**config.mk**
```make
export PLATFORM = sky130hd
export DESIGN_NAME = lir_fifo
export DESIGN_NICKNAME = d
export VERILOG_FILES = /design/src/hw/rtl/lir_pkg.sv /design/src/hw/rtl/lir_fifo.sv
export SDC_FILE = /design/constraint.sdc
export NUM_CORES = 1
export LEC_CHECK = 0
export BUFFER_PORTS_ARGS = -buffer_cell sky130_fd_sc_hd__buf_4
export CELL_PAD_IN_SITES_DETAIL_PLACEMENT = 0
export CELL_PAD_IN_SITES_GLOBAL_PLACEMENT = 2
export CORE_ASPECT_RATIO = 0.9
export CORE_UTILIZATION = 40
export CTS_CLUSTER_DIAMETER = 30
export DETAILED_ROUTE_END_ITERATION = 10
export PLACE_DENSITY_LB_ADDON = 0.1
export SYNTH_ARGS = -nofsm -noshare
export SYNTH_HDL_FRONTEND = slang
export SYNTH_SLANG_ARGS = --single-unit
```
**constraint.sdc**
```tcl
create_clock -name clk -period 4.4 [get_ports clk]
set_input_delay 0.88 -clock clk [delete_from_list [all_inputs] [get_ports clk]]
set_output_delay 0.88 -clock clk [all_outputs]
set_load 0.05 [all_outputs]
```
**src/hw/rtl/lir_pkg.sv**
```systemverilog
`default_nettype none

package lir_pkg;

	localparam int SAMPLE_W     = 32;
	localparam int RATE_W       = 25;
	localparam int CC_W         = 4;
	localparam int CH_W         = 3;
	localparam int COUNT_W      = 32;
	localparam int MAX_CHANNELS = 8;
	localparam int FIFO_DEPTH   = 4;
	localparam int OUT_DATA_W   = 40;

	localparam int DEF_MAX_UPSAMPLE  = 8;
	localparam int DEF_FRACTION_BITS = 16;

	// divider and multiplier sizing
	localparam int DIV_W      = 64;
	localparam int DIV_STEP_W = 7;
	localparam int TGT_W      = 58;
	localparam int MUL_A_W    = 35;
	localparam int MUL_B_W    = 26;
	localparam int PROD_W     = MUL_A_W + MUL_B_W;

	localparam logic [RATE_W-1:0] RESET_FROM_RATE     = 25'd4800000;
	localparam logic [RATE_W-1:0] RESET_TO_RATE       = 25'd4800000;
	localparam logic [CC_W-1:0]   RESET_CHANNEL_COUNT = 4'd2;
	localparam logic              RESET_WIDE_SAMPLES  = 1'b0;

	localparam int CFG_IDX_W = 2;

	typedef enum logic [CFG_IDX_W-1:0] {
		REG_FROM_RATE     = 2'd0,
		REG_TO_RATE       = 2'd1,
		REG_CHANNEL_COUNT = 2'd2,
		REG_WIDE_SAMPLES  = 2'd3
	} cfg_reg_t;

	// one queued sample, classified by the front end
	typedef struct packed {
		logic [SAMPLE_W-1:0] sample;
		logic [CH_W-1:0]     pos;
		logic                frame_end;
		logic [CC_W-1:0]     chans;
	} item_t;

	typedef struct packed {
		logic [RATE_W-1:0] from_rate;
		logic [RATE_W-1:0] to_rate;
		logic              clear;
	} rate_cfg_t;

endpackage

`default_nettype wire

```
**src/hw/rtl/lir_fifo.sv**
```systemverilog
`default_nettype none

module lir_fifo import lir_pkg::*; (
	input  wire logic clk,
	input  wire logic arst_n,
	input  wire logic push,
	input  item_t     wr_item,
	output logic      full,
	input  wire logic pop,
	output logic      empty,
	output item_t     rd_item
);

	localparam int PTR_W = (FIFO_DEPTH > 1) ? $clog2(FIFO_DEPTH) : 1;
	localparam int CNT_W = $clog2(FIFO_DEPTH + 1);

	item_t            mem_q [FIFO_DEPTH];
	logic [PTR_W-1:0] wr_q;
	logic [PTR_W-1:0] rd_q;
	logic [CNT_W-1:0] cnt_q;

	assign full    = (cnt_q == CNT_W'(FIFO_DEPTH));
	assign empty   = (cnt_q == '0);
	assign rd_item = mem_q[rd_q];

	always_ff @(posedge clk) begin
		if (push) begin
			mem_q[wr_q] <= wr_item;
		end
	end

	always_ff @(posedge clk or negedge arst_n) begin
		if (!arst_n) begin
			wr_q  <= '0;
			rd_q  <= '0;
			cnt_q <= '0;
		end else begin
			if (push) begin
				wr_q <= (wr_q == PTR_W'(FIFO_DEPTH - 1)) ? '0 : wr_q + PTR_W'(1);
			end
			if (pop) begin
				rd_q <= (rd_q == PTR_W'(FIFO_DEPTH - 1)) ? '0 : rd_q + PTR_W'(1);
			end
			if (push && !pop) begin
				cnt_q <= cnt_q + CNT_W'(1);
			end else if (pop && !push) begin
				cnt_q <= cnt_q - CNT_W'(1);
			end
		end
	end

endmodule

`default_nettype wire

```
Yosys cells after proc, flatten, opt, wreduce, memory -nomap -nowiden
Memory sizes are Yosys's and may differ from the RTL's. Index checks and enable logic that the tools add are counted.

Flip-flop bits (word level): 7. RAM bits: 160. Bits of input ports: 44. Output and inout port bits: 42. Word-level logic and storage cells: 23. Memories: 1.

Add/subtract/negate cells: 4. Eq/ne operators: 3. Mux-type cells: 6. Reductions and logical operators: 6.

Memory list: mem_q (words 4, bits a word 40, read ports 1, clocked after memory_dff 0, write ports 1, line lir_fifo.sv:17) `item_t mem_q [FIFO_DEPTH];`.

Operator list (number): $mux 3 (2); $add 2x1->2 const B (2); $eq 2x2->1 const B (2); $mux 2 (2); $add 3x1->3 const B (1); $eq 3x3->1 const B (1); $logic_not 3->1 (1); $sub 3x1->3 const B (1); $logic_and 1x1->1 (2); $logic_not 1->1 (2); $mux 1 (2); $reduce_bool 2->1 (1).

Depth between registers and ports, before layout
Gate-level depths: netlist of run 1.

Depth in word-level cells: 4. Mapped depth: 7. Depth with buffers taken out: 7.

Worst setup path after synthesis of run 1
Ideal clock, no wire load.

Path type: reg-to-output. Start point: register cnt_q[0]. End point: output port full. Arrival time: 1.599 ns. Required time: 3.520 ns. Setup slack: 1.921 ns. Stages on the path, launching flop included: 2. Path buffers: 0. Cell sequence: dfrtp_1 > nor3b_1.

Cells in the longest elaborated chain, start to end: 1.

Ends and longest elaborated chain: from (decl) (line lir_fifo.sv:20) `logic [CNT_W-1:0] cnt_q;`; from (signal assigned) (line lir_fifo.sv:45) `cnt_q <= cnt_q + CNT_W'(1);`; from (signal assigned) (line lir_fifo.sv:47) `cnt_q <= cnt_q - CNT_W'(1);`; $eq 3x3->1 (line lir_fifo.sv:22) `assign full = (cnt_q == CNT_W'(FIFO_DEPTH));`; to (decl) (line lir_fifo.sv:8) `output logic full,`.

No other way between the ends.

==> results.sh, run 1 <==
export IMPL_powerDensity_mw_per_mm2=761.7
export IMPL_hp_class="in2async"
export IMPL_clk_pin_slew_ns=0.06
export IMPL_cp_start_kind="flip-flop"
export IMPL_grt_overflow=0
export IMPL_p_comb_share_pct=34.6
export IMPL_wl_met1_um=4825
export IMPL_yosysTopAreaCell="edfxtp_1"
export IMPL_start_util_pct=41.66
export IMPL_drc=0
export IMPL_area_delta_synth_final_pct=22.46
export IMPL_grt_pass1_vias=2888
export IMPL_clock_sinks=167
export IMPL_grt_setup_unrepaired="no"
export IMPL_cts_root_buf="clkbuf_16"
export IMPL_switching_power_mw=2.083
export IMPL_reg2reg_depth=4
export IMPL_ios=86
export IMPL_nNetsFinal=396
export IMPL_internal_power_mw=3.737
export IMPL_cp_end_kind="output port"
export IMPL_synth_area_leaders="edfxtp_1 (77%), mux4_2 (14%), dfrtp_1 (2.8%)"
export IMPL_grt_max_degree=44
export IMPL_post_cts_buffers=0
export IMPL_yosysUniqueCellTypes=20
export IMPL_synthCells=247
export IMPL_cts_resized=0
export IMPL_synthArstFlopShare_pct=4.192
export IMPL_leakage_nw=2.652
export IMPL_antenna_cells=0
export IMPL_antenna_left=0
export IMPL_clkLatencyLatePin_ns=0.41
export IMPL_first_pass_iters=4
export IMPL_whs_ns=0.2704
export IMPL_route_met3_wl_um=540
export IMPL_crit_fanout=43
export IMPL_ys_seq_area_share_pct=79.81
export IMPL_hold_viol=0
export IMPL_gp_congestion=0.6993
export IMPL_cts_buffers_inserted=17
export IMPL_drive_above_1_share_pct=44.82
export IMPL_grt_pass1_wl_um=16930
export IMPL_synthFlopType="edfxtp_1"
export IMPL_timing_final_crit_period_ns=3.183
export IMPL_ir_worst_vdd_mv=0.3852
export IMPL_wl_um=10920
export IMPL_cp_arrival_ns=2.30
export IMPL_avgSynthCellArea_um2=25.26
export IMPL_fin_crit_sh_pct=72.35
export IMPL_tritoncts="built"
export IMPL_tns_ns=0
export IMPL_max_clock_freq_ghz=0.3141
export IMPL_yosys_area_top_type_share_pct=77.00
export IMPL_worstPathRequired_ns=3.52
export IMPL_synth_edf_count=160
export IMPL_yosys_warnings=0
export IMPL_drtIter0Drc=175
export IMPL_routed_via_density=4.894
export IMPL_criticalPathCategory="reg2out"
export IMPL_rows=42
export IMPL_syn_area_mm2=0.006240
export IMPL_dieArea_mm2=0.01610
export IMPL_top_layer="met4"
export IMPL_die_x_um=133.7
export IMPL_clock_path_buffers=2
export IMPL_wl_met2_um=5403
export IMPL_fin_worst_skew_ns=0.01038
export IMPL_core_area_mm2=0.01498
export IMPL_antenna_found_initial=0
export IMPL_final_max_slew_viol_count=0
export IMPL_dp_hpwl_um=6290
export IMPL_routed_via_count=2716
export IMPL_grt_usage_pct=15.02
export IMPL_clockPowerShare_pct=25.7
export IMPL_h_tree_depth=4
export IMPL_outcome="finished clean"
export IMPL_die_y_um=120.5
export IMPL_ys_ff_latch=167
export IMPL_maxCapViolations=0
export IMPL_hold_buffers=0
export IMPL_max_slew_margin_pct=27.61
export IMPL_port_buffers=85
export IMPL_routedWlPerCell_um=19.68
export IMPL_synth_nets=298
export IMPL_timing_final_setup_violations=0
export IMPL_worstMarginPinSlew_ns=1.086
export IMPL_postLayoutCoreUtil_pct=51.02
export IMPL_p_seq_share_pct=39.7
export IMPL_swShare_pct=35.79
[synth_stat cells, types with 3 or more instances]
cell type,instances
inv_1,4
dfrtp_1,7
and2_1,4
mux2_2,3
nor2_1,3
buf_2,4
ha_1,6
buf_12,4
edfxtp_1,160
mux4_2,38
[layout make-up]
class	instances	area, um^2
well taps	198	247.7
repair buffers	89	668.1
inverters	4	15.01
clock inverters	13	161.4
clock buffers	18	429.2
flip-flops and latches	167	4985
multi-input cells	66	1135
fillers	1211	7336
[final timing paths]
path                                 startpoint                      to  slack [ns]
max                         rd_q[0]$_DFFE_PN0P_             rd_item[31]        1.22
min                                      arst_n     wr_q[1]$_DFFE_PN0P_        0.27
max reg2reg                 wr_q[0]$_DFFE_PN0P_  mem_q[2][23]$_DFFE_PP_        2.32
min reg2reg                cnt_q[2]$_DFFE_PN0P_    cnt_q[2]$_DFFE_PN0P_        0.50
max in group asynchronous                arst_n     rd_q[0]$_DFFE_PN0P_        3.99
min in group clk           cnt_q[2]$_DFFE_PN0P_    cnt_q[2]$_DFFE_PN0P_        0.50
[stage by stage]
step	instance area [um^2]	std cells	power, mW	setup slack (ns)
3_5_place_dp	7051	524	4.410	1.580
6_report	7641	555	5.820	1.217
3_3_place_gp	7051	524	4.393	1.604
4_1_cts	7641	555	5.901	1.127
5_1_grt	7641	555	6.054	1.056
2_1_floorplan	6240	247	3.869	1.921
[power by group through the flow]
| stage | registers [mW] | logic, mW | clock network, mW |
|---|---|---|---|
| 4_1_cts | 2.33 | 2.05 | 1.52 |
| 3_5_place_dp | 2.37 | 2.04 | 0 |
| 2_1_floorplan | 2.14 | 1.73 | 0 |
| 6_report | 2.31 | 2.01 | 1.50 |
| 3_3_place_gp | 2.35 | 2.04 | 0 |
| 5_1_grt | 2.37 | 2.11 | 1.58 |
[cells in the final DEF (no fill, tap or decap)]
master	synthesis	layout
dfrtp_2	0	1
xor2_1	2	2
clkinv_2	0	2
mux4_1	2	2
clkinv_1	0	6
edfxtp_1	160	160
dfrtp_1	7	5
clkinv_4	0	1
clkbuf_16	0	17
nand2_1	2	2
clkbuf_1	1	1
nor2_1	3	3
ha_1	6	6
inv_1	4	4
o21ai_0	2	2
bufinv_16	0	4
nor3b_1	1	1
fa_1	1	1
dfrtp_4	0	1
mux2_2	3	3
buf_4	0	89
and2_2	0	4
xnor2_1	1	1
nor3_1	1	1
mux4_2	38	38
[sequential cells by signal, summed over array words and instances (netlist names)]
register / cells
mem_q: 160
cnt_q: 3
rd_q: 2
wr_q: 2
[kinds of logic (layout without fill, tap and decap cells)]
| kind of cell | after synthesis | in the layout | synth area share, % |
|---|---|---|---|
| buf+inv | 14 | 124 | 2.085 |
| mux | 43 | 43 | 15.10 |
| flops | 167 | 167 | 79.81 |
| compound gates | 2 | 2 | 0.1604 |
| fa+ha+maj | 7 | 7 | 1.524 |
| xor+xnor | 3 | 3 | 0.4212 |
| simple gates | 11 | 11 | 0.9023 |
[worst max-delay path, stage by stage, from the launching register on]
cell and delay [ns]:
dfrtp_4 1.00, mux4_1 0.66, buf_4 0.21
[per-layer routing]
| layer | vias to the layer above | GRT usage [%] |
|---|---|---|
| li1 | 1239 | - |
| met1 | 1396 | 19.20 |
| met2 | 69 | 23.80 |
| met3 | 12 | 4.570 |
| met4 | 0 | 6.605 |
| met5 | - | 0 |
Note: power is estimated with default switching activity, not from simulation.
==> inputs of run 2 (changes only) <==
==> constraint.sdc (replaced) <==
create_clock -name clk -period 3.17 [get_ports clk]
set_input_delay 0.634 -clock clk [delete_from_list [all_inputs] [get_ports clk]]
set_output_delay 0.634 -clock clk [all_outputs]
set_load 0.05 [all_outputs]
==> results.sh, run 2 (synthesis results as in run 1) <==
export IMPL_h_tree_depth=4
export IMPL_fin_crit_sh_pct=93.26
export IMPL_ios=86
export IMPL_die_x_um=133.7
export IMPL_first_pass_iters=4
export IMPL_antenna_found_initial=0
export IMPL_gp_congestion=0.6754
export IMPL_grt_pass1_wl_um=16570
export IMPL_hold_viol=0
export IMPL_grt_usage_pct=14.59
export IMPL_clkLatencyLatePin_ns=0.41
export IMPL_cts_buffers_inserted=17
export IMPL_clock_sinks=167
export IMPL_ir_worst_vdd_mv=0.5698
export IMPL_core_area_mm2=0.01498
export IMPL_seqCellArea_mm2=0.004985
export IMPL_post_cts_buffers=0
export IMPL_cp_arrival_ns=2.32
export IMPL_largest_register="mem_q"
export IMPL_drc=0
export IMPL_wl_met2_um=5191
export IMPL_area_delta_synth_final_pct=23.06
export IMPL_crit_fanout=38
export IMPL_cp_end_kind="output port"
export IMPL_timing_final_crit_period_ns=2.956
export IMPL_largest_register_ffs=160
export IMPL_whs_ns=0.03270
export IMPL_dieArea_mm2=0.01610
export IMPL_die_y_um=120.5
export IMPL_multiInputGateArea_mm2=0.001135
export IMPL_nNetsFinal=399
export IMPL_route_met3_wl_um=599
export IMPL_wl_um=10760
export IMPL_leakage_nw=2.668
export IMPL_routed_via_count=2725
export IMPL_cts_resized=0
export IMPL_drtIter0Drc=139
export IMPL_powerDensity_mw_per_mm2=1038
export IMPL_max_slew_margin_pct=50.00
export IMPL_maxCapViolations=0
export IMPL_tns_ns=0
export IMPL_final_area_mm2=0.007679
export IMPL_grt_setup_unrepaired="no"
export IMPL_wl_met1_um=4839
export IMPL_place_area_mm2=0.007136
export IMPL_top_layer="met4"
export IMPL_routed_via_density=4.884
export IMPL_hold_buffers=0
export IMPL_worstMarginPinSlew_ns=0.7500
export IMPL_start_util_pct=41.66
export IMPL_tritoncts="built"
export IMPL_dp_hpwl_um=6505
export IMPL_final_max_slew_viol_count=0
export IMPL_grt_pass1_vias=2878
export IMPL_fin_worst_skew_ns=0.004565
export IMPL_routedWlPerCell_um=19.28
export IMPL_cts_root_buf="clkbuf_16"
export IMPL_largestRegisters="mem_q (160), cnt_q (3)"
export IMPL_hp_class="in2async"
export IMPL_port_buffers=85
export IMPL_antenna_cells=0
export IMPL_final_common_cell="edfxtp_1"
export IMPL_drive_above_1_share_pct=45.83
export IMPL_cp_start_kind="flip-flop"
export IMPL_grt_max_degree=39
export IMPL_rows=42
export IMPL_max_clock_freq_ghz=0.3383
export IMPL_fill_cells=1212
export IMPL_outcome="finished clean"
export IMPL_final_cell_mix="edfxtp_1 (160), buf_4 (87), mux4_2 (38), clkbuf_16 (17)"
export IMPL_criticalPathCategory="reg2out"
export IMPL_antenna_left=0
export IMPL_worstPathRequired_ns=2.54
export IMPL_timing_final_setup_violations=0
export IMPL_clk_pin_slew_ns=0.06
export IMPL_grt_overflow=0
export IMPL_clock_path_buffers=2
run 2: cell types whose count changed in the layout (fill, tap and decap cells not counted):
cell,before,now
clkinv_1,6,4
buf_12,0,5
clkinv_2,2,6
buf_4,89,87
bufinv_16,4,2
run 2: critical path, cell delays in order, from the launching register on:
cell	delay (ns)
dfrtp_4	0.93
buf_4	0.28
mux4_2	0.50
buf_4	0.20
run 2: per-stage QoR:
step,setup WS (ns),instances,utilization (%),total power [mW]
floorplan,0.9368,247,-,5.370
global placement,0.5833,527,47.64,6.167
detailed placement,0.5863,527,47.64,6.185
CTS,0.1280,558,51.27,8.098
global route,0.04499,558,51.27,8.318
finish,0.2136,558,51.27,7.972
run 2: area by class of cell:
cell class	count	area share, %
timing repair buffer	92	9.809
clock inverter	13	1.483
clock buffer	18	5.589
multi-input combinational	66	14.78
sequential	167	64.92
inverter	4	0.1955
tap	198	3.226
run 2: report_power, final:
group | internal (mW) | switching (mW) | total [mW]
Clock | 1.13 | 0.766 | 1.90
Combinational | 1.11 | 1.84 | 2.95
Sequential | 2.84 | 0.281 | 3.12
run 2: final timing paths:
kind / startpoint / endpoint / slack (ns) / cells after the start
setup / recovery: rd_q[0]$_DFFE_PN0P_ / rd_item[27] / 0.21 / 3
setup reg to reg: wr_q[0]$_DFFE_PN0P_ / mem_q[2][1]$_DFFE_PP_ / 1.40 / 4
min in group clk: wr_item[13] / mem_q[3][13]$_DFFE_PP_ / 0.42 / 1
hold reg to reg: cnt_q[2]$_DFFE_PN0P_ / cnt_q[2]$_DFFE_PN0P_ / 0.49 / 1
hold / removal: arst_n / rd_q[0]$_DFFE_PN0P_ / 0.03 / 1
max in group asynchronous: arst_n / rd_q[0]$_DFFE_PN0P_ / 2.99 / 1
run 2: routing by layer:
metal | up-vias | global-route usage (%)
li1 | 1241 | -
met1 | 1405 | 19.36
met2 | 69 | 22.17
met3 | 10 | 4.864
met4 | 0 | 5.966
met5 | - | 0
