## src/hw/rtl/lir_pkg.sv

```systemverilog
`default_nettype none

package lir_pkg;

	localparam int SAMPLE_W     = 32;
	localparam int RATE_W       = 25;
	localparam int CC_W         = 4;
	localparam int CH_W         = 3;
	localparam int COUNT_W      = 32;
	localparam int MAX_CHANNELS = 8;
	localparam int FIFO_DEPTH   = 4;
	localparam int OUT_DATA_W   = 40;

	localparam int DEF_MAX_UPSAMPLE  = 8;
	localparam int DEF_FRACTION_BITS = 16;

	// divider and multiplier sizing
	localparam int DIV_W      = 64;
	localparam int DIV_STEP_W = 7;
	localparam int TGT_W      = 58;
	localparam int MUL_A_W    = 35;
	localparam int MUL_B_W    = 26;
	localparam int PROD_W     = MUL_A_W + MUL_B_W;

	localparam logic [RATE_W-1:0] RESET_FROM_RATE     = 25'd4800000;
	localparam logic [RATE_W-1:0] RESET_TO_RATE       = 25'd4800000;
	localparam logic [CC_W-1:0]   RESET_CHANNEL_COUNT = 4'd2;
	localparam logic              RESET_WIDE_SAMPLES  = 1'b0;

	localparam int CFG_IDX_W = 2;

	typedef enum logic [CFG_IDX_W-1:0] {
		REG_FROM_RATE     = 2'd0,
		REG_TO_RATE       = 2'd1,
		REG_CHANNEL_COUNT = 2'd2,
		REG_WIDE_SAMPLES  = 2'd3
	} cfg_reg_t;

	// one queued sample, classified by the front end
	typedef struct packed {
		logic [SAMPLE_W-1:0] sample;
		logic [CH_W-1:0]     pos;
		logic                frame_end;
		logic [CC_W-1:0]     chans;
	} item_t;

	typedef struct packed {
		logic [RATE_W-1:0] from_rate;
		logic [RATE_W-1:0] to_rate;
		logic              clear;
	} rate_cfg_t;

endpackage

`default_nettype wire

```

## src/hw/rtl/lir_front.sv

```systemverilog
`default_nettype none

module lir_front import lir_pkg::*; (
	input  wire logic                clk,
	input  wire logic                arst_n,
	input  wire logic                s_tvalid,
	output logic                     s_tready,
	input  wire logic [SAMPLE_W-1:0] s_tdata,
	input  wire logic [CC_W-1:0]     channel_count,
	input  wire logic                wide_samples,
	input  wire logic                full,
	output logic                     push,
	output item_t                    item
);

	logic [CH_W-1:0] pos_q;
	logic [CC_W-1:0] cc_eff;
	logic [CC_W-1:0] nxt;
	logic            frame_end;

	always_comb begin
		if (channel_count == '0) begin
			cc_eff = CC_W'(1);
		end else if (channel_count > CC_W'(MAX_CHANNELS)) begin
			cc_eff = CC_W'(MAX_CHANNELS);
		end else begin
			cc_eff = channel_count;
		end
	end

	assign nxt       = {1'b0, pos_q} + CC_W'(1);
	assign frame_end = !(nxt < cc_eff);

	assign s_tready = !full;
	assign push     = s_tvalid && !full;

	always_comb begin
		item.sample    = wide_samples ? s_tdata : {{16{s_tdata[15]}}, s_tdata[15:0]};
		item.pos       = pos_q;
		item.frame_end = frame_end;
		item.chans     = cc_eff;
	end

	always_ff @(posedge clk or negedge arst_n) begin
		if (!arst_n) begin
			pos_q <= '0;
		end else if (push) begin
			pos_q <= frame_end ? '0 : nxt[CH_W-1:0];
		end
	end

endmodule

`default_nettype wire

```

## config.mk

```make
export PLATFORM = sky130hd
export DESIGN_NAME = lir_front
export DESIGN_NICKNAME = d
export VERILOG_FILES = /design/src/hw/rtl/lir_pkg.sv /design/src/hw/rtl/lir_front.sv
export SDC_FILE = /design/constraint.sdc
export NUM_CORES = 1
export LEC_CHECK = 0
export ABC_AREA = 1
export BUFFER_PORTS_ARGS = -buffer_cell sky130_fd_sc_hd__buf_2
export CAP_MARGIN = 20
export CELL_PAD_IN_SITES_DETAIL_PLACEMENT = 1
export CELL_PAD_IN_SITES_GLOBAL_PLACEMENT = 2
export CORE_MARGIN = 4
export CORE_UTILIZATION = 12
export CTS_CLUSTER_DIAMETER = 40
export DETAILED_ROUTE_END_ITERATION = 10
export HOLD_SLACK_MARGIN = 0.12
export PLACE_DENSITY = 0.9
export SLEW_MARGIN = 20
export SYNTH_ARGS = -nofsm -noshare
export SYNTH_HDL_FRONTEND = slang
export SYNTH_SLANG_ARGS = --single-unit
```

## constraint.sdc

```tcl
create_clock -name clk -period 2.5 [get_ports clk]
set_clock_uncertainty 0.15 [all_clocks]
set_input_delay 0.125 -clock clk [delete_from_list [all_inputs] [get_ports clk]]
set_output_delay 0.125 -clock clk [all_outputs]
set_load 0.02 [all_outputs]
```

## After elaboration in Yosys (flattened, before gate mapping)

Cells that the tools add are included.

- Reduce and logical (&&, ||, !) cells: 4
- Muxes and demuxes: 4
- Add/sub/neg operators: 1
- Order comparisons: 2

Operator list:

| kind | count |
|---|---|
| 32-bit two-way mux | 1 |
| 4-bit two-way mux | 2 |
| 3-bit by 1-bit adder with 4-bit output (second input constant) | 1 |
| 4-bit > comparator (second input constant) | 1 |
| 4-bit logical NOT | 1 |
| 4-bit < comparator | 1 |
| 3-bit two-way mux | 1 |
| 1-bit logical NOT | 2 |
| 1-bit logical AND | 1 |

- Bits of input ports: 41
- Logic and storage cells: 12
- Flip-flop bits (word level): 3
- Output and inout bits: 42

## Depth between registers and ports, before layout

Gate-level depths: netlist of the first run.

- Depth after elaboration: 5
- Mapped depth: 9
- Mapped depth without buffers: 9

## Worst setup path after synthesis of the first run

No wires, ideal clock.

- Kind: register to output
- From: register pos_q[0]
- To: output item[4] (netlist bit)
- Arrival time: 1574 ps
- Cell stages (with the launch flop): 10
- Slack: 651 ps
- Data required time: 2225 ps
- Path through: dfrtp_1 ha_1 xnor2_1 inv_1 ha_1 nand2_1 inv_1 nand2_2 nand2_1 buf_4

- Word-level cells in the longest chain between the ends: 3

RTL lines:

| element | line | RTL |
|---|---|---|
| start, declared | lir_front.sv:16 | `logic [CH_W-1:0] pos_q;` |
| start signal, assigned | lir_front.sv:48 | `pos_q <= frame_end ? '0 : nxt[CH_W-1:0];` |
| 3-bit by 1-bit adder with 4-bit output | lir_front.sv:31 | `assign nxt = {1'b0, pos_q} + CC_W'(1);` |
| 4-bit < comparator | lir_front.sv:32 | `assign frame_end = !(nxt < cc_eff);` |
| 1-bit logical NOT | lir_front.sv:32 |  |
| end, declared | lir_front.sv:13 | `output item_t item` |

No other way between the ends.

==> metrics.txt, run 1 <==
status=finished, final reports clean; Synthesized Nets=144; RSZ-0062 raised after global routing=no; Arr. time, crit path=1.81 ns; crit path buf inv count=3; Area contributors post-synth=nand2_1, buf_4, dfrtp_1, ha_1, inv_1; Final ANT Viol Nets=0; post_cts resized=0; hold crit path type=in2reg; largest net degree at the start of global routing=18; Slew Viols, Final=0; cts hold-fix bufs=17; final wirelength=roughly 2 mm; Root Buffer Master=clkbuf_8; Mean Syn Cell Area=5.814 µm²; Top delay family on crit path=adder cells; Site Rows=24; initial antenna violation count=0; R2R cell count=9; Final nets=197; Critical-path top delay cell=dfrtp_1; Clock Sinks=3; Non-Filler Instances=just over 200; vias per cell=3.621; hold path depth=4; postcts setup bufs=0; DRT iter0 DRCs=8; synthesis-stage register bit count=3; starting density of the core=12.78%; final period utilization=83.36%; Total GRT Usage=~5.7%; warning count from the yosys run=0; Largest register FFs=3; HP Start=s_tvalid; DP Area=752.0 µm²; final instance area=around 970 µm²; CTS tree=yes; core area=4504 µm²; clock latency on the worst-skew pair=0.21 ns; R2R Setup Slk=0.72 ns; TritonCTS Buffers=3; WL/cell=9.596 µm; Reg2Reg Launch Point=pos_q[0]; Reg clk slew, reported paths=about 0.030 ns; Die H=77.26 µm; Hold Path End=pos_q[0]; Placer Congestion=0.6963; Worst Tran Pin Value=about 0.29 ns; Worst Setup End Kind=output pin; gate count of the mapped netlist=99; Worst setup SP type=flip-flop; worst vdd ir=~0.36 mV; worst setup margin=between 0.4 and 0.5 ns; Ports=83; Leak=0.6323 nW; total power=0.0005923 W; n_diodes=0; CP Data Required Time=2.23 ns; fin crit period=2.084 ns; final setup fails=0; CP Class=reg2out; crit-path max cell delay=0.42 ns; Max-Slew Margin vs Limit=80.86%; reg2reg end=pos_q[1]; Longest Clk Path Bufs=2; leading cell type in the layout, fill and taps excluded=buf_2; Detailed Place HPWL=1.470 mm; first-pass GRT wire length=2.932 mm; DR vias=roughly 740; Seq/Total Area, Yosys=13.04%; DRT Pass-1 Iters=2; # DRC=0; Yosys top cell area share=between 30% and 40%; # placed instances=182; I/O Buffers=52; share of layout cells above drive strength 1=41.06%; final hold viol count=0; fmax=roughly 480 MHz; Yosys cell types=15; max-cap violations=0; number of global-route vias before repair=713; Largest Register=pos_q; crit-path cells=ha_1, xnor2_1, inv_1, ha_1, nand2_1, inv_1, nand2_2, nand2_1, buf_2; mapped cell area=between 500 and 600 µm²; fillers=roughly 580; Yosys top cell by area=nand2_1; largest registers=pos_q (3); Post-Place Worst Slack=0.6213 ns; die area=~6000 µm²; H-tree levels=1; area grow syn2layout=68.04%; setup TNS=0 ns; worst-path maximum fanout=6; Pwr per Cell Area=612.4 nW/µm²; Die Width=77.26 µm; most frequent cells in the layout=buf_2, nand2_1, dlygate4sd3_1; Overflow after GRT=0
==> cells by family after synthesis <==
| logic type | count (synthesis) | share of synthesized area (%) |
|---|---|---|
| simple gates | 56 | 38.70 |
| fa+ha+maj | 4 | 8.696 |
| flops | 3 | 13.04 |
| compound gates | 2 | 4.349 |
| xor+xnor | 1 | 1.522 |
| buf+inv | 33 | 33.69 |
==> Yosys cell counts <==
cell type	instances
nand2_2	2
o21ai_2	1
buf_4	18
clkbuf_1	1
xnor2_1	1
dfrtp_1	3
inv_2	3
nor2_1	3
a21oi_4	1
nand3_1	4
buf_2	2
ha_1	4
and3_1	1
nand2_1	46
inv_1	9
==> final cells by class <==
type / instances / area, µm² / area share, %
Multi-Input combinational cell: 63 / 306.5 / 31.69
Timing Repair Buffer: 69 / 430.4 / 44.50
Clock buffer: 4 / 45.04 / 4.657
Sequential cell: 3 / 75.07 / 7.762
Inverter: 12 / 45.04 / 4.657
Tap cell: 52 / 65.06 / 6.727
==> how the worst max path moves through the flow <==
stage / from / end / slack [ns] / cells after the start
2_1_floorplan: pos_q[0] / item[4] / 0.65 / 9
3_3_place_gp: pos_q[0] / item[4] / 0.70 / 9
3_5_place_dp: pos_q[0] / item[4] / 0.62 / 9
4_1_cts: pos_q[0] / item[4] / 0.39 / 9
5_1_grt: pos_q[0] / item[4] / 0.31 / 9
6_report: pos_q[0] / item[4] / 0.42 / 9
==> per-layer routing <==
| metal | part of all wire [%] | GRT usage [%] | wire length (µm) | up-vias |
|---|---|---|---|---|
| met5 | 0 | 0 | 0 | - |
| met3 | 9.1 | 0.5855 | 178 | 0 |
| li1 | - | - | - | 380 |
| met2 | 51 | 10.79 | 991 | 44 |
| met4 | 0 | 1.601 | 0 | 0 |
| met1 | 40 | 6.639 | 778 | 311 |
==> report_power, final <==
part	leakage [nW]	switching, W	internal [W]	total (W)
clock	0.0228	0.0000274	0.000108	0.000136
sequential	0.0387	0.0000224	0.0000675	0.0000899
combinational	0.571	0.000225	0.000141	0.000367
total	0.632	0.000275	0.000317	0.000592
==> worst reg2reg max path: stages, from the launching register on <==
cell and delay (ns):
dfrtp_1 0.42, ha_1 0.23, xnor2_1 0.22, inv_1 0.07, ha_1 0.27, nand2_1 0.05, inv_1 0.06, nand2_2 0.07
nand3_1 0.07, nand2_1 0.06
==> per-stage QoR <==
step,hold WS [ns],util [%]
floorplan,-0.3206,-
global placement,-0.2258,16.69
detailed placement,-0.2253,16.69
CTS,0.1662,21.47
global route,0.2031,21.47
finish,0.1632,21.47
Power figures use the tool's default switching activity.
==> run 2: changes to the inputs <==
- CORE_UTILIZATION: 12 -> 11
- PLACE_DENSITY: 0.9 -> 0.84
- clock period: 2.5 -> 2.15 ns (I/O delays scaled with it)
==> run 2 against run 1 <==
Cell area rose by 2.5%. Sequential power grew 18%. Critical path type unchanged. Combinational power increased by 17%. Power grew 18%. Cell count grew 8.9%. Sequential share of layout area shrank 0.060 points. Via count rose by 4.8%. Die area is 8.1% higher.
==> metrics.txt, run 2 (same netlist as run 1, synthesis figures left out) <==
area grow syn2layout=72.17%; final wirelength=2.079 mm (+6.7%); final period utilization=94.07%; crit path buf inv count=3 (unchanged); DRT Pass-1 Iters=2 (unchanged); CP Class=reg2out; DR vias=770 (+4.8%); largest net degree at the start of global routing=18 (unchanged); leading cell type in the layout, fill and taps excluded=buf_2; Overflow after GRT=0 (unchanged); share of layout cells above drive strength 1=41.72% (+0.66 points); Reg clk slew, reported paths=0.03 ns (about the same); worst vdd ir=0.4535 mV (+27%); crit-path cells=ha_1, xnor2_1, inv_1, ha_1, nand2_1, inv_1, nand2_2, nand2_1, buf_2; postcts setup bufs=0 (unchanged); CP Data Required Time=1.89 ns (-0.34 ns); Total GRT Usage=6.206% (+0.52 points); Root Buffer Master=clkbuf_8; fmax=slightly below 500 MHz; Worst setup SP type=flip-flop; Pwr per Cell Area=708.0 nW/µm² (+16%); Longest Clk Path Bufs=2 (unchanged); worst setup margin=0.1275 ns (-0.2886 ns); max-cap violations=0 (unchanged); starting density of the core=11.34% (-1.4 points); hold crit path type=in2reg; first-pass GRT wire length=3.146 mm (+7.3%); crit-path max cell delay=0.42 ns (about the same); fillers=651 (+13%); Worst Tran Pin Value=0.3017 ns (+0.01470 ns); H-tree levels=1 (unchanged); Top delay family on crit path=adder cells; Largest Register=pos_q; Clock Sinks=3 (unchanged); CTS tree=yes; status=finished, final reports clean; final core occ=19.53% (-1.9 points); Post-Place Worst Slack=0.3170 ns (-0.3043 ns); clock latency on the worst-skew pair=0.22 ns (about the same); Arr. time, crit path=1.76 ns (-0.05 ns); number of global-route vias before repair=750 (+5.2%); final instance area=991.0 µm² (+2.5%); largest registers=pos_q (3); final hold viol count=0 (unchanged); n_diodes=0 (unchanged); # DRC=0 (unchanged); Final ANT Viol Nets=0 (unchanged); Ports=83 (unchanged); die area=6454 µm² (+8.1%); Critical-path top delay cell=dfrtp_2; fin crit period=2.022 ns; Leak=0.6311 nW (-0.19%); Die Width=80.34 µm (+4.0%); Die H=80.34 µm (+4.0%); DP Area=774.5 µm² (+3.0%); setup TNS=0 ns (unchanged); Largest register FFs=3 (unchanged); final setup fails=0 (unchanged); I/O Buffers=52 (unchanged); Slew Viols, Final=0 (unchanged); Worst Setup End Kind=output pin; Site Rows=26 (+8.3%); most frequent cells in the layout=buf_2, nand2_1, dlygate4sd3_1; worst-path maximum fanout=6 (unchanged); Placer Congestion=0.7373 (+5.9%); Detailed Place HPWL=1.564 mm (+6.4%); DRT iter0 DRCs=13 (+5); initial antenna violation count=0 (unchanged); vias per cell=3.484 (-3.8%); Max-Slew Margin vs Limit=79.88% (-0.98 points); WL/cell=9.407 µm (-2.0%); TritonCTS Buffers=3 (unchanged); core area=5075 µm² (+13%); RSZ-0062 raised after global routing=no; Final nets=197 (unchanged)
## run 2: changes by cell type in the layout (fill, tap and decap cells not counted)
cell / before / now
dfrtp_1: 3 / 2
dfrtp_2: 0 / 1
## run 2: through the flow
| step | power, W | hold WS, ns | instances |
|---|---|---|---|
| global placement | 0.0004858 | -0.2434 | 200 |
| detailed placement | 0.0004948 | -0.2427 | 200 |
| floorplan | 0.0004251 | -0.3381 | 99 |
| global route | 0.0007787 | 0.1673 | 221 |
| CTS | 0.0007177 | 0.1385 | 221 |
| finish | 0.0007016 | 0.1513 | 221 |
## run 2: final cells by class
cell class	instances	area (µm²)	area share, %
repair buffers	69	430.4	43.43
multi-input cells	63	306.5	30.93
well taps	70	87.58	8.838
flip-flops and latches	3	76.32	7.702
clock buffers	4	45.04	4.545
inverters	12	45.04	4.545
## run 2: repair_timing
action | 4_1_cts | 5_1_grt
setup endpoints to repair | 0 | 1
endpoints found under the hold margin | 18 | 0
gates resized for setup | 0 | 1
hold buffers | 17 | 0
## run 2: power breakdown
part / internal, W / switching, W
clock network: 0.000127 / 0.0000401
registers: 0.0000805 / 0.0000258
logic: 0.000164 / 0.000264
## run 2: worst paths after layout
kind / end / cells after the start / from / slack, ns
max: item[4] / 9 / pos_q[0] / 0.13
min: pos_q[2] / 4 / s_tvalid / 0.15
max reg2reg: pos_q[0] / 9 / pos_q[0] / 0.42
min reg2reg: pos_q[1] / 2 / pos_q[1] / 0.39
max in group asynchronous: pos_q[0] / 3 / arst_n / 1.06
min in group asynchronous: pos_q[2] / 3 / arst_n / 0.62
## run 2: worst min-delay path, delay by kind of cell
| kind | cells | cell delay, ns |
|---|---|---|
| buf+inv | 1 | 0.07 |
| simple gates | 3 | 0.30 |
## run 2: routing by layer
metal | vias up | part of all wire, % | wire length, µm | global-route usage, %
li1 | 384 | - | - | -
met1 | 334 | 37 | 777 | 6.267
met2 | 48 | 49 | 1019 | 11.18
met3 | 4 | 12 | 240 | 1.906
met4 | 0 | 1.9 | 40 | 3.547
met5 | - | 0 | 0 | 0
==> run 3: changes to the inputs <==
==> constraint.sdc (replaced) <==
create_clock -name clk -period 2.15 [get_ports clk]
set_clock_uncertainty 0.15 [all_clocks]
set_input_delay 0.5375 -clock clk [delete_from_list [all_inputs] [get_ports clk]]
set_output_delay 0.5375 -clock clk [all_outputs]
set_load 0.02 [all_outputs]
==> run 3 against run 2 <==
The run now ends with setup timing left. Cell count down 2.7%. Routed wire length is 1.4% higher. Via count shrank 4.3%. Critical path type unchanged. Critical endpoint unchanged. Largest power group unchanged.
==> metrics.txt, run 3 (same netlist as run 1, synthesis figures left out) <==
status=complete, but fails checks; failing checks=setup timing; Hold Path End=pos_q[2]; Reg clk slew, reported paths=0.03 ns (about the same); max-cap violations=0 (unchanged); fin crit period=2.323 ns (+0.3001 ns); starting density of the core=11.34% (unchanged); most frequent cells in the layout=buf_2, nand2_1, buf_4; worst vdd ir=0.3007 mV (-34%); Max-Slew Margin vs Limit=80.75% (+0.86 points); Longest Clk Path Bufs=2 (unchanged); number of global-route vias before repair=766 (+2.1%); Die Width=80.34 µm (unchanged); Worst setup SP type=flip-flop; CP Class=reg2out; Largest Register=pos_q; Largest register FFs=3 (unchanged); Root Buffer Master=clkbuf_8; DRT iter0 DRCs=15 (+2); TritonCTS Buffers=3 (unchanged); fmax=430.6 MHz (-13%); Placer Congestion=0.7108 (-3.6%); DRT Pass-1 Iters=4 (+2); hold crit path type=reg2reg; Site Rows=26 (unchanged); CP Data Required Time=1.46 ns (-0.43 ns); Final nets=191 (-3.0%); # DRC=0 (unchanged); leading cell type in the layout, fill and taps excluded=buf_2; Reg2Reg Launch Point=pos_q[1]; core area=5075 µm² (unchanged); R2R Setup Slk=0.24 ns (-0.18 ns); final period utilization=108.0% (+14 points); share of layout cells above drive strength 1=53.79% (+12 points); worst setup margin=-0.1726 ns (-0.3001 ns); Ports=83 (unchanged); n_diodes=0 (unchanged); Final ANT Viol Nets=0 (unchanged); I/O Buffers=52 (unchanged); CTS tree=yes; hold path depth=2 (-2); Slew Viols, Final=0 (unchanged); die area=6454 µm² (unchanged); worst-path maximum fanout=3 (-3); Die H=80.34 µm (unchanged); area grow syn2layout=64.57%; Leak=0.6123 nW (-3.0%); Arr. time, crit path=1.64 ns (-0.12 ns); WL/cell=9.809 µm (+4.3%); final wirelength=2.109 mm (+1.4%); initial antenna violation count=0 (unchanged); Total GRT Usage=6.554% (+0.35 points); Worst Setup End Kind=output pin; final hold viol count=0 (unchanged); largest net degree at the start of global routing=17 (-1); largest registers=pos_q (3); final hold slack=0.5069 ns (+0.3555 ns); vias per cell=3.428 (-1.6%); first-pass GRT wire length=3.463 mm (+10%); RSZ-0062 raised after global routing=yes; Detailed Place HPWL=1.747 mm (+12%); Overflow after GRT=0 (unchanged); H-tree levels=1 (unchanged); Worst Tran Pin Value=0.2878 ns (-0.01397 ns); Clock Sinks=3 (unchanged); HP Start=pos_q[2]; DR vias=737 (-4.3%); clock latency on the worst-skew pair=0.22 ns (about the same); reg2reg end=pos_q[0]; Pwr per Cell Area=888.9 nW/µm² (+26%); final setup fails=1 (+1); R2R cell count=11 (+2); total power=0.0008420 W (+20%)
## run 3: report_power, final
part	switching [W]	internal [W]	leakage [nW]	total (W)
logic	0.000294	0.000269	0.553	0.000563
clock network	0.0000390	0.000127	0.0228	0.000166
registers	0.0000316	0.0000818	0.0362	0.000113
## run 3: area by class of cell
cell class / instances / area [µm²]
tap: 70 / 87.58
inverter: 12 / 45.04
fill: 691 / 4128
clock buffer: 4 / 45.04
sequential: 3 / 77.57
multi-input combinational: 63 / 340.3
timing repair buffer: 63 / 351.6
## run 3: worst max-delay path by stage
stage / start / endpoint / depth (start not counted)
2_1_floorplan: pos_q[0] / item[4] / 9
3_3_place_gp: channel_count[3] / item[4] / 9
3_5_place_dp: channel_count[3] / item[4] / 9
4_1_cts: pos_q[1] / item[4] / 9
5_1_grt: pos_q[1] / item[4] / 9
6_report: pos_q[1] / item[4] / 9
## run 3: metrics by stage
stage          setup slack [ns]  TNS (ns)  cell area [µm²]  util, %  std cells
6_report                -0.1726   -0.1726            947.2    18.66        215
5_1_grt                 -0.2743   -0.2743            947.2    18.66        215
3_3_place_gp           -0.02027  -0.02027            842.1    16.59        206
3_5_place_dp           -0.03006  -0.03006            842.1    16.59        206
2_1_floorplan          0.009330         0            598.1        -         99
4_1_cts                 -0.1999   -0.1999            935.9    18.44        215
## run 3: worst max-delay path, stage by stage (launching register included)
cell,delay (ns)
dfrtp_2,0.42
ha_4,0.18
xnor2_4,0.14
inv_1,0.06
ha_1,0.26
nand2_1,0.08
inv_2,0.03
nand2_2,0.05
nand2_2,0.05
buf_6,0.13
## run 3: timing repair
action	4_1_cts	5_1_grt
hold buffers	1	0
endpoints found under the setup margin	1	1
resized for setup	3	2
endpoints found under the hold margin	3	0
buffers inserted	4	0
pin swaps	3	1
## run 3: per-layer routing
layer	up-vias	GRT usage [%]	share of wire, %
met3	2	1.457	10
met4	0	2.872	0.33
li1	368	-	-
met1	342	7.195	35
met5	-	0	0
met2	25	11.92	55
